**src/sv/fskid_pkg.sv**
```systemverilog
// Package for the FSK interval demodulator: widths, nominal periods, register codes, window check.
package fskid_pkg;

    localparam int unsigned TICKS_W    = 16;
    localparam int unsigned BYTE_W     = 8;
    localparam int unsigned TOL_W      = 8;
    localparam int unsigned CFG_IDX_W  = 4;
    localparam int unsigned CFG_DATA_W = 8;

    // Bits in one frame: start bit, data bits, trailing bits
    localparam int unsigned FRAME_BITS = 11;
    localparam int unsigned POS_W      = $clog2(FRAME_BITS);

    // Timer ticks per microsecond
    localparam int unsigned TICKS_PER_US = 50;

    // Nominal intervals in microseconds
    localparam int unsigned NOM_W      = 10;
    localparam logic [NOM_W-1:0] NOM_FULL_ZERO = NOM_W'(417);
    localparam logic [NOM_W-1:0] NOM_FULL_ONE  = NOM_W'(833);
    localparam logic [NOM_W-1:0] NOM_HALF_ZERO = NOM_W'(208);
    localparam logic [NOM_W-1:0] NOM_HALF_ONE  = NOM_W'(417);

    // Bounds in ticks need one bit more than the input
    localparam int unsigned BOUND_W = TICKS_W + 1;

    typedef enum logic [CFG_IDX_W-1:0] {
        REG_MODE = CFG_IDX_W'(0),
        REG_TOL  = CFG_IDX_W'(1)
    } t_reg_idx;

    typedef enum logic {
        MODE_FULL = 1'b0,
        MODE_HALF = 1'b1
    } t_mode;

    // Strict window nom-tol < ticks/50 < nom+tol, evaluated on raw ticks so no
    // divider is needed: t < A  <=>  ticks < 50*A,  t > B  <=>  ticks >= 50*(B+1).
    function automatic logic in_window(
        input logic [TICKS_W-1:0] ticks,
        input logic [NOM_W-1:0]   nom,
        input logic [TOL_W-1:0]   tol
    );
        logic [NOM_W:0]       hi_us;
        logic [NOM_W:0]       lo_us;
        logic [BOUND_W-1:0]   hi_ticks;
        logic [BOUND_W-1:0]   lo_ticks;
        logic                 below_hi;
        logic                 above_lo;
        hi_us    = {1'b0, nom} + {{(NOM_W + 1 - TOL_W){1'b0}}, tol};
        lo_us    = {1'b0, nom} - {{(NOM_W + 1 - TOL_W){1'b0}}, tol} + (NOM_W + 1)'(1);
        hi_ticks = BOUND_W'(hi_us) * BOUND_W'(TICKS_PER_US);
        lo_ticks = BOUND_W'(lo_us) * BOUND_W'(TICKS_PER_US);
        below_hi = {1'b0, ticks} < hi_ticks;
        // Lower bound below zero passes every short interval
        if ({{(NOM_W - TOL_W){1'b0}}, tol} > nom) begin
            above_lo = 1'b1;
        end else begin
            above_lo = {1'b0, ticks} >= lo_ticks;
        end
        return below_hi && above_lo;
    endfunction

endpackage

```
**src/sv/fsk_interval_demodulator_top.sv**
```systemverilog
// Top level of the FSK interval demodulator: input register, classifier, framer, output register.
//
//  channel   signals                                   direction  payload
//  -------   ----------------------------------------  ---------  ----------------------
//  in        i_in_valid / o_in_ready                   in         i_interval_ticks [15:0]
//  out       o_out_valid / i_out_ready                 out        o_data_byte [7:0]
//  cfg       i_cfg_valid / o_cfg_ready                 in         i_cfg_index, i_cfg_data
//
// One interval enters per cycle. Each transfer lands in an input register; as it
// leaves, the block classifies it, updates the repeat counters and the frame, and
// loads the output register when a frame completes, so a byte passes the input and
// output registers after the transfer that closes its frame. The only stall is a full
// output register that is not being drained: the input stage then holds, and o_in_ready
// drops once it is occupied. Synchronous active-low reset returns mode to half-period,
// tolerance to 50 us and the framer to idle; the cfg channel is always ready.
module fsk_interval_demodulator_top (
    input  logic                              i_clk,
    input  logic                              i_rst_n,
    input  logic                              i_in_valid,
    output logic                              o_in_ready,
    input  logic [fskid_pkg::TICKS_W-1:0]     i_interval_ticks,
    output logic                              o_out_valid,
    input  logic                              i_out_ready,
    output logic [fskid_pkg::BYTE_W-1:0]      o_data_byte,
    input  logic                              i_cfg_valid,
    output logic                              o_cfg_ready,
    input  logic [fskid_pkg::CFG_IDX_W-1:0]   i_cfg_index,
    input  logic [fskid_pkg::CFG_DATA_W-1:0]  i_cfg_data
);
    import fskid_pkg::*;

    // Configuration
    t_mode              r_mode;
    logic [TOL_W-1:0]   r_tol;

    // Input stage
    logic               r_in_valid;
    logic [TICKS_W-1:0] r_ticks;

    // Demodulator state
    logic               r_active,    n_active;
    logic [POS_W-1:0]   r_pos,       n_pos;
    logic [FRAME_BITS-1:1] r_frame,  n_frame;
    logic [1:0]         r_zero_rep,  n_zero_rep;
    logic               r_one_rep,   n_one_rep;
    logic               r_toggle,    n_toggle;

    // Output stage
    logic               r_out_valid;
    logic [BYTE_W-1:0]  r_byte,      n_byte;

    logic               advance;
    logic               emit;
    logic               win_zero;
    logic               win_one;
    logic               cls_zero;
    logic               cls_one;
    logic               take;
    logic               take_bit;

    assign o_cfg_ready = 1'b1;

    // The item in the input stage moves on when the output slot is free next cycle
    assign advance    = r_in_valid && (!r_out_valid || i_out_ready);
    assign o_in_ready = !r_in_valid || advance;

    always_ff @(posedge i_clk) begin
        if (!i_rst_n) begin
            r_mode <= MODE_HALF;
            r_tol  <= TOL_W'(50);
        end else if (i_cfg_valid) begin
            unique case (i_cfg_index)
                REG_MODE: r_mode <= t_mode'(i_cfg_data[0]);
                REG_TOL:  r_tol  <= i_cfg_data[TOL_W-1:0];
                default:  ;  // drop writes beyond the register list
            endcase
        end
    end

    always_ff @(posedge i_clk) begin
        if (!i_rst_n) begin
            r_in_valid <= 1'b0;
        end else if (o_in_ready) begin
            r_in_valid <= i_in_valid;
        end
    end

    always_ff @(posedge i_clk) begin
        if (i_in_valid && o_in_ready) begin
            r_ticks <= i_interval_ticks;
        end
    end

    // Classify against the windows of the current mode; the zero window wins on overlap
    always_comb begin
        if (r_mode == MODE_FULL) begin
            win_zero = in_window(r_ticks, NOM_FULL_ZERO, r_tol);
            win_one  = in_window(r_ticks, NOM_FULL_ONE, r_tol);
        end else begin
            win_zero = in_window(r_ticks, NOM_HALF_ZERO, r_tol);
            win_one  = in_window(r_ticks, NOM_HALF_ONE, r_tol);
        end
    end

    always_comb begin
        n_zero_rep = r_zero_rep;
        n_one_rep  = r_one_rep;
        n_toggle   = r_toggle;
        cls_zero   = 1'b0;
        cls_one    = 1'b0;
        if (r_mode == MODE_FULL) begin
            // Every other zero interval is skipped through the toggle
            if (win_zero) begin
                n_toggle = !r_toggle;
                cls_zero = 1'b1;
            end else if (win_one) begin
                cls_one = 1'b1;
            end
        end else begin
            // Suppress repeat intervals inside one bit time
            if (win_zero) begin
                cls_zero   = (r_zero_rep == 2'd0);
                n_one_rep  = 1'b0;
                n_zero_rep = r_zero_rep + 2'd1;
            end else if (win_one) begin
                cls_one    = !r_one_rep;
                n_zero_rep = 2'd0;
                n_one_rep  = !r_one_rep;
            end else begin
                n_one_rep  = 1'b0;
            end
        end
    end

    assign take     = (cls_zero && !n_toggle) || (cls_one && r_active);
    assign take_bit = !(cls_zero && !n_toggle);

    // Framer: a zero starts a frame, later bits fill positions 1 and up
    always_comb begin
        n_active = r_active;
        n_pos    = r_pos;
        n_frame  = r_frame;
        emit     = 1'b0;
        if (take) begin
            if (!r_active) begin
                n_active = 1'b1;
                n_pos    = POS_W'(1);
            end else begin
                for (int i = 1; i < FRAME_BITS; i++) begin
                    if (r_pos == POS_W'(i)) begin
                        n_frame[i] = take_bit;
                    end
                end
                if (r_pos == POS_W'(FRAME_BITS - 1)) begin
                    emit     = 1'b1;
                    n_active = 1'b0;
                    n_pos    = '0;
                end else begin
                    n_pos    = r_pos + POS_W'(1);
                end
            end
        end
    end

    // First data bit goes to the MSB
    always_comb begin
        for (int i = 0; i < BYTE_W; i++) begin
            n_byte[BYTE_W-1-i] = n_frame[i+1];
        end
    end

    always_ff @(posedge i_clk) begin
        if (!i_rst_n) begin
            r_active   <= 1'b0;
            r_pos      <= '0;
            r_zero_rep <= 2'd0;
            r_one_rep  <= 1'b0;
            r_toggle   <= 1'b0;
        end else if (advance) begin
            r_active   <= n_active;
            r_pos      <= n_pos;
            r_zero_rep <= n_zero_rep;
            r_one_rep  <= n_one_rep;
            r_toggle   <= n_toggle;
        end
    end

    always_ff @(posedge i_clk) begin
        if (!i_rst_n) begin
            r_frame <= '0;
        end else if (advance) begin
            r_frame <= n_frame;
        end
    end

    always_ff @(posedge i_clk) begin
        if (!i_rst_n) begin
            r_out_valid <= 1'b0;
        end else if (advance && emit) begin
            r_out_valid <= 1'b1;
        end else if (i_out_ready) begin
            r_out_valid <= 1'b0;
        end
    end

    always_ff @(posedge i_clk) begin
        if (advance && emit) begin
            r_byte <= n_byte;
        end
    end

    assign o_out_valid = r_out_valid;
    assign o_data_byte = r_byte;

endmodule

```
**config.mk**
```make
export PLATFORM = sky130hd
export DESIGN_NAME = fsk_interval_demodulator_top
export DESIGN_NICKNAME = d
export VERILOG_FILES = /design/src/sv/fskid_pkg.sv /design/src/sv/fsk_interval_demodulator_top.sv
export SDC_FILE = /design/constraint.sdc
export NUM_CORES = 1
export LEC_CHECK = 0
export ABC_AREA = 1
export BUFFER_PORTS_ARGS = -buffer_cell sky130_fd_sc_hd__buf_4
export CAP_MARGIN = 20
export CORE_MARGIN = 2
export CORE_UTILIZATION = 25
export DETAILED_ROUTE_END_ITERATION = 16
export GPL_TIMING_DRIVEN = 0
export PLACE_DENSITY = 0.47
export SLEW_MARGIN = 0
export SYNTH_ARGS = -nofsm -noshare
export SYNTH_HDL_FRONTEND = slang
export SYNTH_SLANG_ARGS = --single-unit
```
**constraint.sdc**
```tcl
create_clock -name i_clk -period 10.5 [get_ports i_clk]
set_input_delay 1.05 -clock i_clk [delete_from_list [all_inputs] [get_ports i_clk]]
set_output_delay 1.05 -clock i_clk [all_outputs]
set_load 0.05 [all_outputs]
```
## Word-level counts from Yosys, hierarchy flattened

Index checks and enable logic that the tools add are counted.
Widths: inputs -> output; s select.

| storage, ports and cells | value |
|---|---|
| input port bits | 33 |
| output and inout port bits | 11 |
| register bits | 52 |
| logic and storage cells | 111 |

| operators by class | value |
|---|---|
| reductions and logical operators | 27 |
| add/subtract/negate cells | 11 |
| eq/ne operators | 10 |
| $lt $le $gt $ge | 7 |
| multiplexer cells | 38 |
| multiply operators | 6 |

Operators with widths:

| kind | count |
|---|---|
| $mul 11x5->16 const B | 4 |
| $ge 16x17->1 | 3 |
| $mux 1 | 32 |
| $lt 16x17->1 | 1 |
| $eq 4x3->1 const B | 4 |
| $lt 16x15->1 | 1 |
| $lt 16x16->1 | 1 |
| $mux 8 | 2 |
| $mul 10x5->15 const B | 1 |
| $mul 9x5->14 const B | 1 |
| $add 10x2->11 const B | 1 |
| $add 10x8->11 const A | 1 |
| $add 11x1->11 const B | 1 |
| $sub 10x8->11 const A | 1 |
| $add 9x2->10 const B | 1 |
| $add 9x8->10 const A | 1 |
| $sub 9x8->10 const A | 1 |
| $add 8x8->9 const A | 1 |
| $logic_and 1x1->1 | 9 |
| $sub 8x8->9 const A | 1 |
| $eq 4x1->1 const B | 2 |
| $eq 4x2->1 const B | 2 |
| $eq 4x4->1 const B | 2 |
| $gt 8x8->1 const B | 1 |
| 11 further kinds | 24 |

## Longest topological paths before layout

| depth | value |
|---|---|
| word-level depth | 16 |
| depth in mapped cells | 43 |
| depth with buffers taken out | 43 |

## Least setup slack after synthesis

Ideal clock, no wire load.

| timing path | value |
|---|---|
| kind | register -> register |
| start point | register r_tol[0] |
| end point | register r_byte[0] (netlist: o_data_byte[0]), enable pin |
| clock period less this slack | 5.918 ns |
| data arrival time | 5.594 ns |
| slack | 4.582 ns |
| data required time | 10.176 ns |
| path buffers | 1 |
| library setup time | 0.324 ns |
| stages on the path, launching flop included | 34 |
| cells stage by stage | dfxtp_1 > buf_4 > inv_1 > ha_1 > inv_1 > nor3_4 > xor2_1 > ha_1 > ha_1 > inv_1 > fa_1 > inv_1 > ha_1 > inv_1 > o31ai_1 > a21o_1 > a21oi_1 > inv_1 > a21oi_1 > o21ai_0 > a21oi_1 > o21ai_0 > xor2_1 > ha_1 > nand2_1 > nand2_1 > nand2_1 > nand2_2 > nand2_2 > o21ai_4 > nand2_2 > nand2_4 > nand3_2 > inv_1 |

| between the ends | value |
|---|---|
| cells in the longest elaborated chain, start to end | 15 |
| elaborated cells on any way between the ends | 49 |
| classes of those cells | 9 x add/sub; 6 x mul; 7 x order compare; 18 x mux; 9 x reduce/logical |

RTL lines:

| element | line | RTL |
|---|---|---|
| start: declaration | fsk_interval_demodulator_top.sv:34 | `logic [TOL_W-1:0] r_tol;` |
| start signal: assignment | fsk_interval_demodulator_top.sv:74 | `REG_TOL: r_tol <= i_cfg_data[TOL_W-1:0];` |
| $sub 8x8->9 | fskid_pkg.sv:51 | `lo_us = {1'b0, nom} - {{(NOM_W + 1 - TOL_W){1'b0}}, tol} + (NOM_W + 1)'(1);` |
| $add 9x2->10 | fskid_pkg.sv:51 |  |
| $mul 11x5->16 | fskid_pkg.sv:53 | `lo_ticks = BOUND_W'(lo_us) * BOUND_W'(TICKS_PER_US);` |
| $ge 16x17->1 | fskid_pkg.sv:59 | `above_lo = {1'b0, ticks} >= lo_ticks;` |
| $mux 1 | fskid_pkg.sv:56 | `if ({{(NOM_W - TOL_W){1'b0}}, tol} > nom) begin` |
| $mux 1 | fsk_interval_demodulator_top.sv:96 | `if (r_mode == MODE_FULL) begin` |
| $logic_and 1x1->1 | fskid_pkg.sv:61 | `return below_hi && above_lo;` |
| $mux 1 | fsk_interval_demodulator_top.sv:96 |  |
| $mux 1 | fsk_interval_demodulator_top.sv:113 | `if (win_zero) begin` |
| $mux 1 | fsk_interval_demodulator_top.sv:111 | `if (r_mode == MODE_FULL) begin` |
| $logic_not 1->1 | fsk_interval_demodulator_top.sv:135 | `assign take = (cls_zero && !n_toggle) \|\| (cls_one && r_active);` |
| $logic_and 1x1->1 | fsk_interval_demodulator_top.sv:135 |  |
| $logic_or 1x1->1 * | fsk_interval_demodulator_top.sv:135 |  |
| $mux 1 * | fsk_interval_demodulator_top.sv:144 | `if (take) begin` |
| $logic_and 1x1->1 * | fsk_interval_demodulator_top.sv:207 | `if (advance && emit) begin` |
| end signal: assignment | fsk_interval_demodulator_top.sv:208 | `r_byte <= n_byte;` |
| end: declaration | fsk_interval_demodulator_top.sv:50 | `logic [BYTE_W-1:0] r_byte, n_byte;` |

Every way passes the cells marked *; elsewhere a longest branch is shown, timed or not. The select of a mux whose other input is x is not followed.
A chain may end at the register's enable or synchronous reset.

## Worst setup path after layout

Ends and elaborated chain as after synthesis.

==> reports/qor_table.md <==
| Result | This run |
|---|---|
| Vias in the first global route | 8276 |
| Netlist Area Pre-Place | 10000 um^2 |
| Synth Area per Inst | 7.75 um^2 |
| Max-slew violations | 0 |
| Data required time of the worst path | 10490 ps |
| Endpoint class of the critical path | flip-flop |
| Type of the worst setup path | flip-flop to flip-flop |
| Critical path launch point type | flip-flop |
| Largest stage delay on the critical path | 580 ps |
| Placeable Area | 39600 um^2 |
| Number of synthesized flops with an enable pin | 24 |
| Vias after detailed routing | 8255 |
| Gate Count Post-Synth | 1295 |
| Aggregate global routing overflow | 0 |
| Type of the most critical hold path | flip-flop to flip-flop |
| Detailed-route DRC error count | 0 |
| LEAKAGE | 6.03 nW |
| Starting utilization of the core area | 25.3% |
| Share of post-route cells with drive strength above 1 | 6.31% |
| Largest net degree at the start of global routing | 17 |
| Portion of the clock cycle consumed by the worst path in the final layout | 69.8% |
| Number of filler instances in the final layout | 4371 |
| Number of nets in the layout | 1695 |
| Number of top-level pins | 44 |
| Largest clock skew in the final design | 23.3 ps |
| Total Die Area | 41700 um^2 |
| RSZ-0062 raised after global routing | no |
| Number of cells traversed by the worst register-to-register path | 32 |
| Die height | 204 um |
| H-tree depth | 2 |
| Fmax | 137 MHz |
| Slowest cell on the critical path | sky130_fd_sc_hd__a21oi_1 |
| Number of antenna repair diodes | 0 |
| Top area cells in the synthesized netlist | sky130_fd_sc_hd__ha_1 36%, sky130_fd_sc_hd__inv_1 9.4%, sky130_fd_sc_hd__edfxtp_1 7.2% |
| Detailed placer's ending HPWL | 21400 um |
| Shortest clock period the worst path allows after layout | 7320 ps |
| Slew of the pin with the lowest slew margin | 721 ps |
| Total setup buffers inserted after CTS | 0 |
| CTS tree | built |
| Post-synth ARST share | 0% |
| Power Total | 1.13 mW |
| Num rows | 73 |
| First-pass GRT wire length | 42500 um |
| Clock Sinks | 52 |
| Number of buffers inserted for hold repair after clock tree synthesis | 0 |
| Floorplan die width | 204 um |
| Power density of the placed cells | 101 nW/um^2 |
| Antenna Violating Nets Remaining | 0 |
| Worst Path Arrival | 7310 ps |
| Worst-case headroom to the max-slew limit | 51.9% |
| Clock transition at the registers of the reported paths | 90 ps |
| Final WL | 25900 um |
| Max-cap viol count | 0 |
| Setup-violating endpoint count in the final report | 0 |
| Worst supply voltage drop on vdd | 66.3 uV |
| Number of antenna violations at the first check in global routing | 0 |
| Growth of design area from synthesis to finish | 11.4% |
| Hold slack final | 480 ps |
| Post-synth cell types | 48 |
| Buffer depth of the longest clock path | 2 |
| Aggregate negative setup slack | 0 ps |
| Number of detailed-routing iterations run before antenna repair | 5 |
| Count of yosys warnings during synthesis | 0 |
| Aggregate global-route resource usage | 12.8% |
| Number of stages on the worst hold path | 1 |
| Clock latency reported for the late side of the worst-skew pair | 320 ps |
| Root cell of the clock tree | sky130_fd_sc_hd__clkbuf_16 |
| Avg WL per Cell | 13.8 um |
| Number of cells upsized or downsized after cts | 0 |
| Initial drt markers | 339 |
| Hold violation count in the final report | 0 |
| Number of register bits inferred by synthesis | 52 |
| Highest fanout seen on the critical path | 9 |
| Port bufs | 42 |
| Number of buffers added by the clock tree synthesis step | 5 |
| Top cell type's share of synthesized area | 35.5% |
| Fraction of the yosys area taken by sequential cells | 12.8% |
| Most used DFF post-synth | sky130_fd_sc_hd__dfxtp_1 |
| Run status | finished clean |
| Biggest area consumer among synthesized cells | sky130_fd_sc_hd__ha_1 |
| Routed via count divided by cell count | 4.41 |
| Final Wtd Congestion | 0.801 |
[path summary, 6_finish.rpt]
path                            slack, ps                        to                   start
worst max register to register       3180  o_data_byte[0]$_DFFE_PP_   r_tol[0]$_SDFFE_PN0P_
worst min register to register        480    r_one_rep$_SDFFE_PN0P_  r_one_rep$_SDFFE_PN0P_
worst min-delay path                  480    r_one_rep$_SDFFE_PN0P_  r_one_rep$_SDFFE_PN0P_
worst max-delay path                 3180  o_data_byte[0]$_DFFE_PP_   r_tol[0]$_SDFFE_PN0P_
[critical path, delay by kind of cell (launching register included)]
family                   cells  cell delay [ps]
AND/OR/NAND/NOR              9             1040
adder cells (fa/ha/maj)      6             2240
AO/OA/AOI/OAI               10             1960
flip-flops                   1              560
XOR/XNOR                     2              590
buffers and inverters        5              600
[synth_stat cells (all sizes together), types with 7 or more instances]
master	count
nor3	20
dfxtp	28
a211oi	8
nor2	68
nand4	16
o21ai	44
o21bai	9
edfxtp	24
nand2	192
a21o	7
xor2	77
inv	258
nand3	68
a21oi	107
xnor2	12
ha	285
fa	30
[registers in the layout (all words and copies together), names as in the netlist, 2 cells and up]
register	count
r_tol	8
r_frame	8
r_pos	4
r_zero_rep	2
r_ticks	16
o_data_byte	8
[cell type report]
type	count	area, um^2	area share [%]
clock buffers	7	154	1.38
flip-flops and latches	52	1280	11.5
multi-input cells	977	7740	69.2
plain buffers	8	43.8	0.392
clock inverters	1	8.76	0.0783
well taps	525	657	5.88
inverters	260	976	8.73
repair buffers	43	320	2.87
[layer usage]
layer / vias to the layer above / part of all wire [%] / track usage (%)
li1: 4371 / - / -
met5: - / 0 / 0
met1: 3742 / 52 / 18.2
met2: 129 / 43 / 21.2
met4: 0 / 0.87 / 1.42
met3: 13 / 3.8 / 1.80
[cell usage in the layout, fill, tap and decap left out, types with 4 or more instances in the layout]
| cell type | Yosys | final |
|---|---|---|
| sky130_fd_sc_hd__nor2_1 | 65 | 65 |
| sky130_fd_sc_hd__dfxtp_1 | 28 | 28 |
| sky130_fd_sc_hd__ha_1 | 285 | 285 |
| sky130_fd_sc_hd__xnor2_1 | 12 | 12 |
| sky130_fd_sc_hd__xor2_1 | 74 | 74 |
| sky130_fd_sc_hd__a21oi_1 | 106 | 106 |
| sky130_fd_sc_hd__o21ai_0 | 43 | 43 |
| sky130_fd_sc_hd__buf_4 | 3 | 45 |
| sky130_fd_sc_hd__o21bai_1 | 8 | 8 |
| sky130_fd_sc_hd__nand2_1 | 184 | 184 |
| sky130_fd_sc_hd__clkbuf_16 | 0 | 6 |
| sky130_fd_sc_hd__clkbuf_1 | 3 | 4 |
| sky130_fd_sc_hd__fa_1 | 30 | 30 |
| sky130_fd_sc_hd__nor4_1 | 5 | 5 |
| sky130_fd_sc_hd__inv_1 | 251 | 251 |
| sky130_fd_sc_hd__a21o_1 | 7 | 7 |
| sky130_fd_sc_hd__conb_1 | 2 | 4 |
| sky130_fd_sc_hd__nand2_2 | 7 | 7 |
| sky130_fd_sc_hd__inv_2 | 7 | 7 |
| sky130_fd_sc_hd__edfxtp_1 | 24 | 24 |
| sky130_fd_sc_hd__nor3_1 | 19 | 19 |
| sky130_fd_sc_hd__nand4_1 | 16 | 16 |
| sky130_fd_sc_hd__nand3_1 | 65 | 65 |
| sky130_fd_sc_hd__a211oi_1 | 8 | 8 |
[power by group]
group	leakage (nW)	switching, mW	internal (mW)	total [mW]
clock network	0.0797	0.0894	0.105	0.194
registers	0.458	0.0236	0.222	0.246
logic	5.49	0.407	0.286	0.693
[stage by stage]
stage | instance area [um^2] | setup slack [ps] | cells | utilization, %
after floorplan | 10000 | 4580 | 1297 | -
after global placement | 11000 | 3180 | 1864 | 27.8
after detailed placement | 11000 | 3210 | 1864 | 27.8
after CTS | 11200 | 3150 | 1872 | 28.2
after global routing | 11200 | 2660 | 1873 | 28.2
final | 11200 | 3180 | 1873 | 28.2
[logic make-up (layout without fill, tap and decap cells)]
group	after synthesis	in the layout	share of synthesized area, %
simple gates	378	378	16.7
fa+ha+maj	315	315	41.5
buf+inv	268	319	10.2
compound gates	191	191	10.8
xor+xnor	89	89	7.99
flops	52	52	12.8
other cells	2	4	0.0749
(Power assumes the default switching activity.)
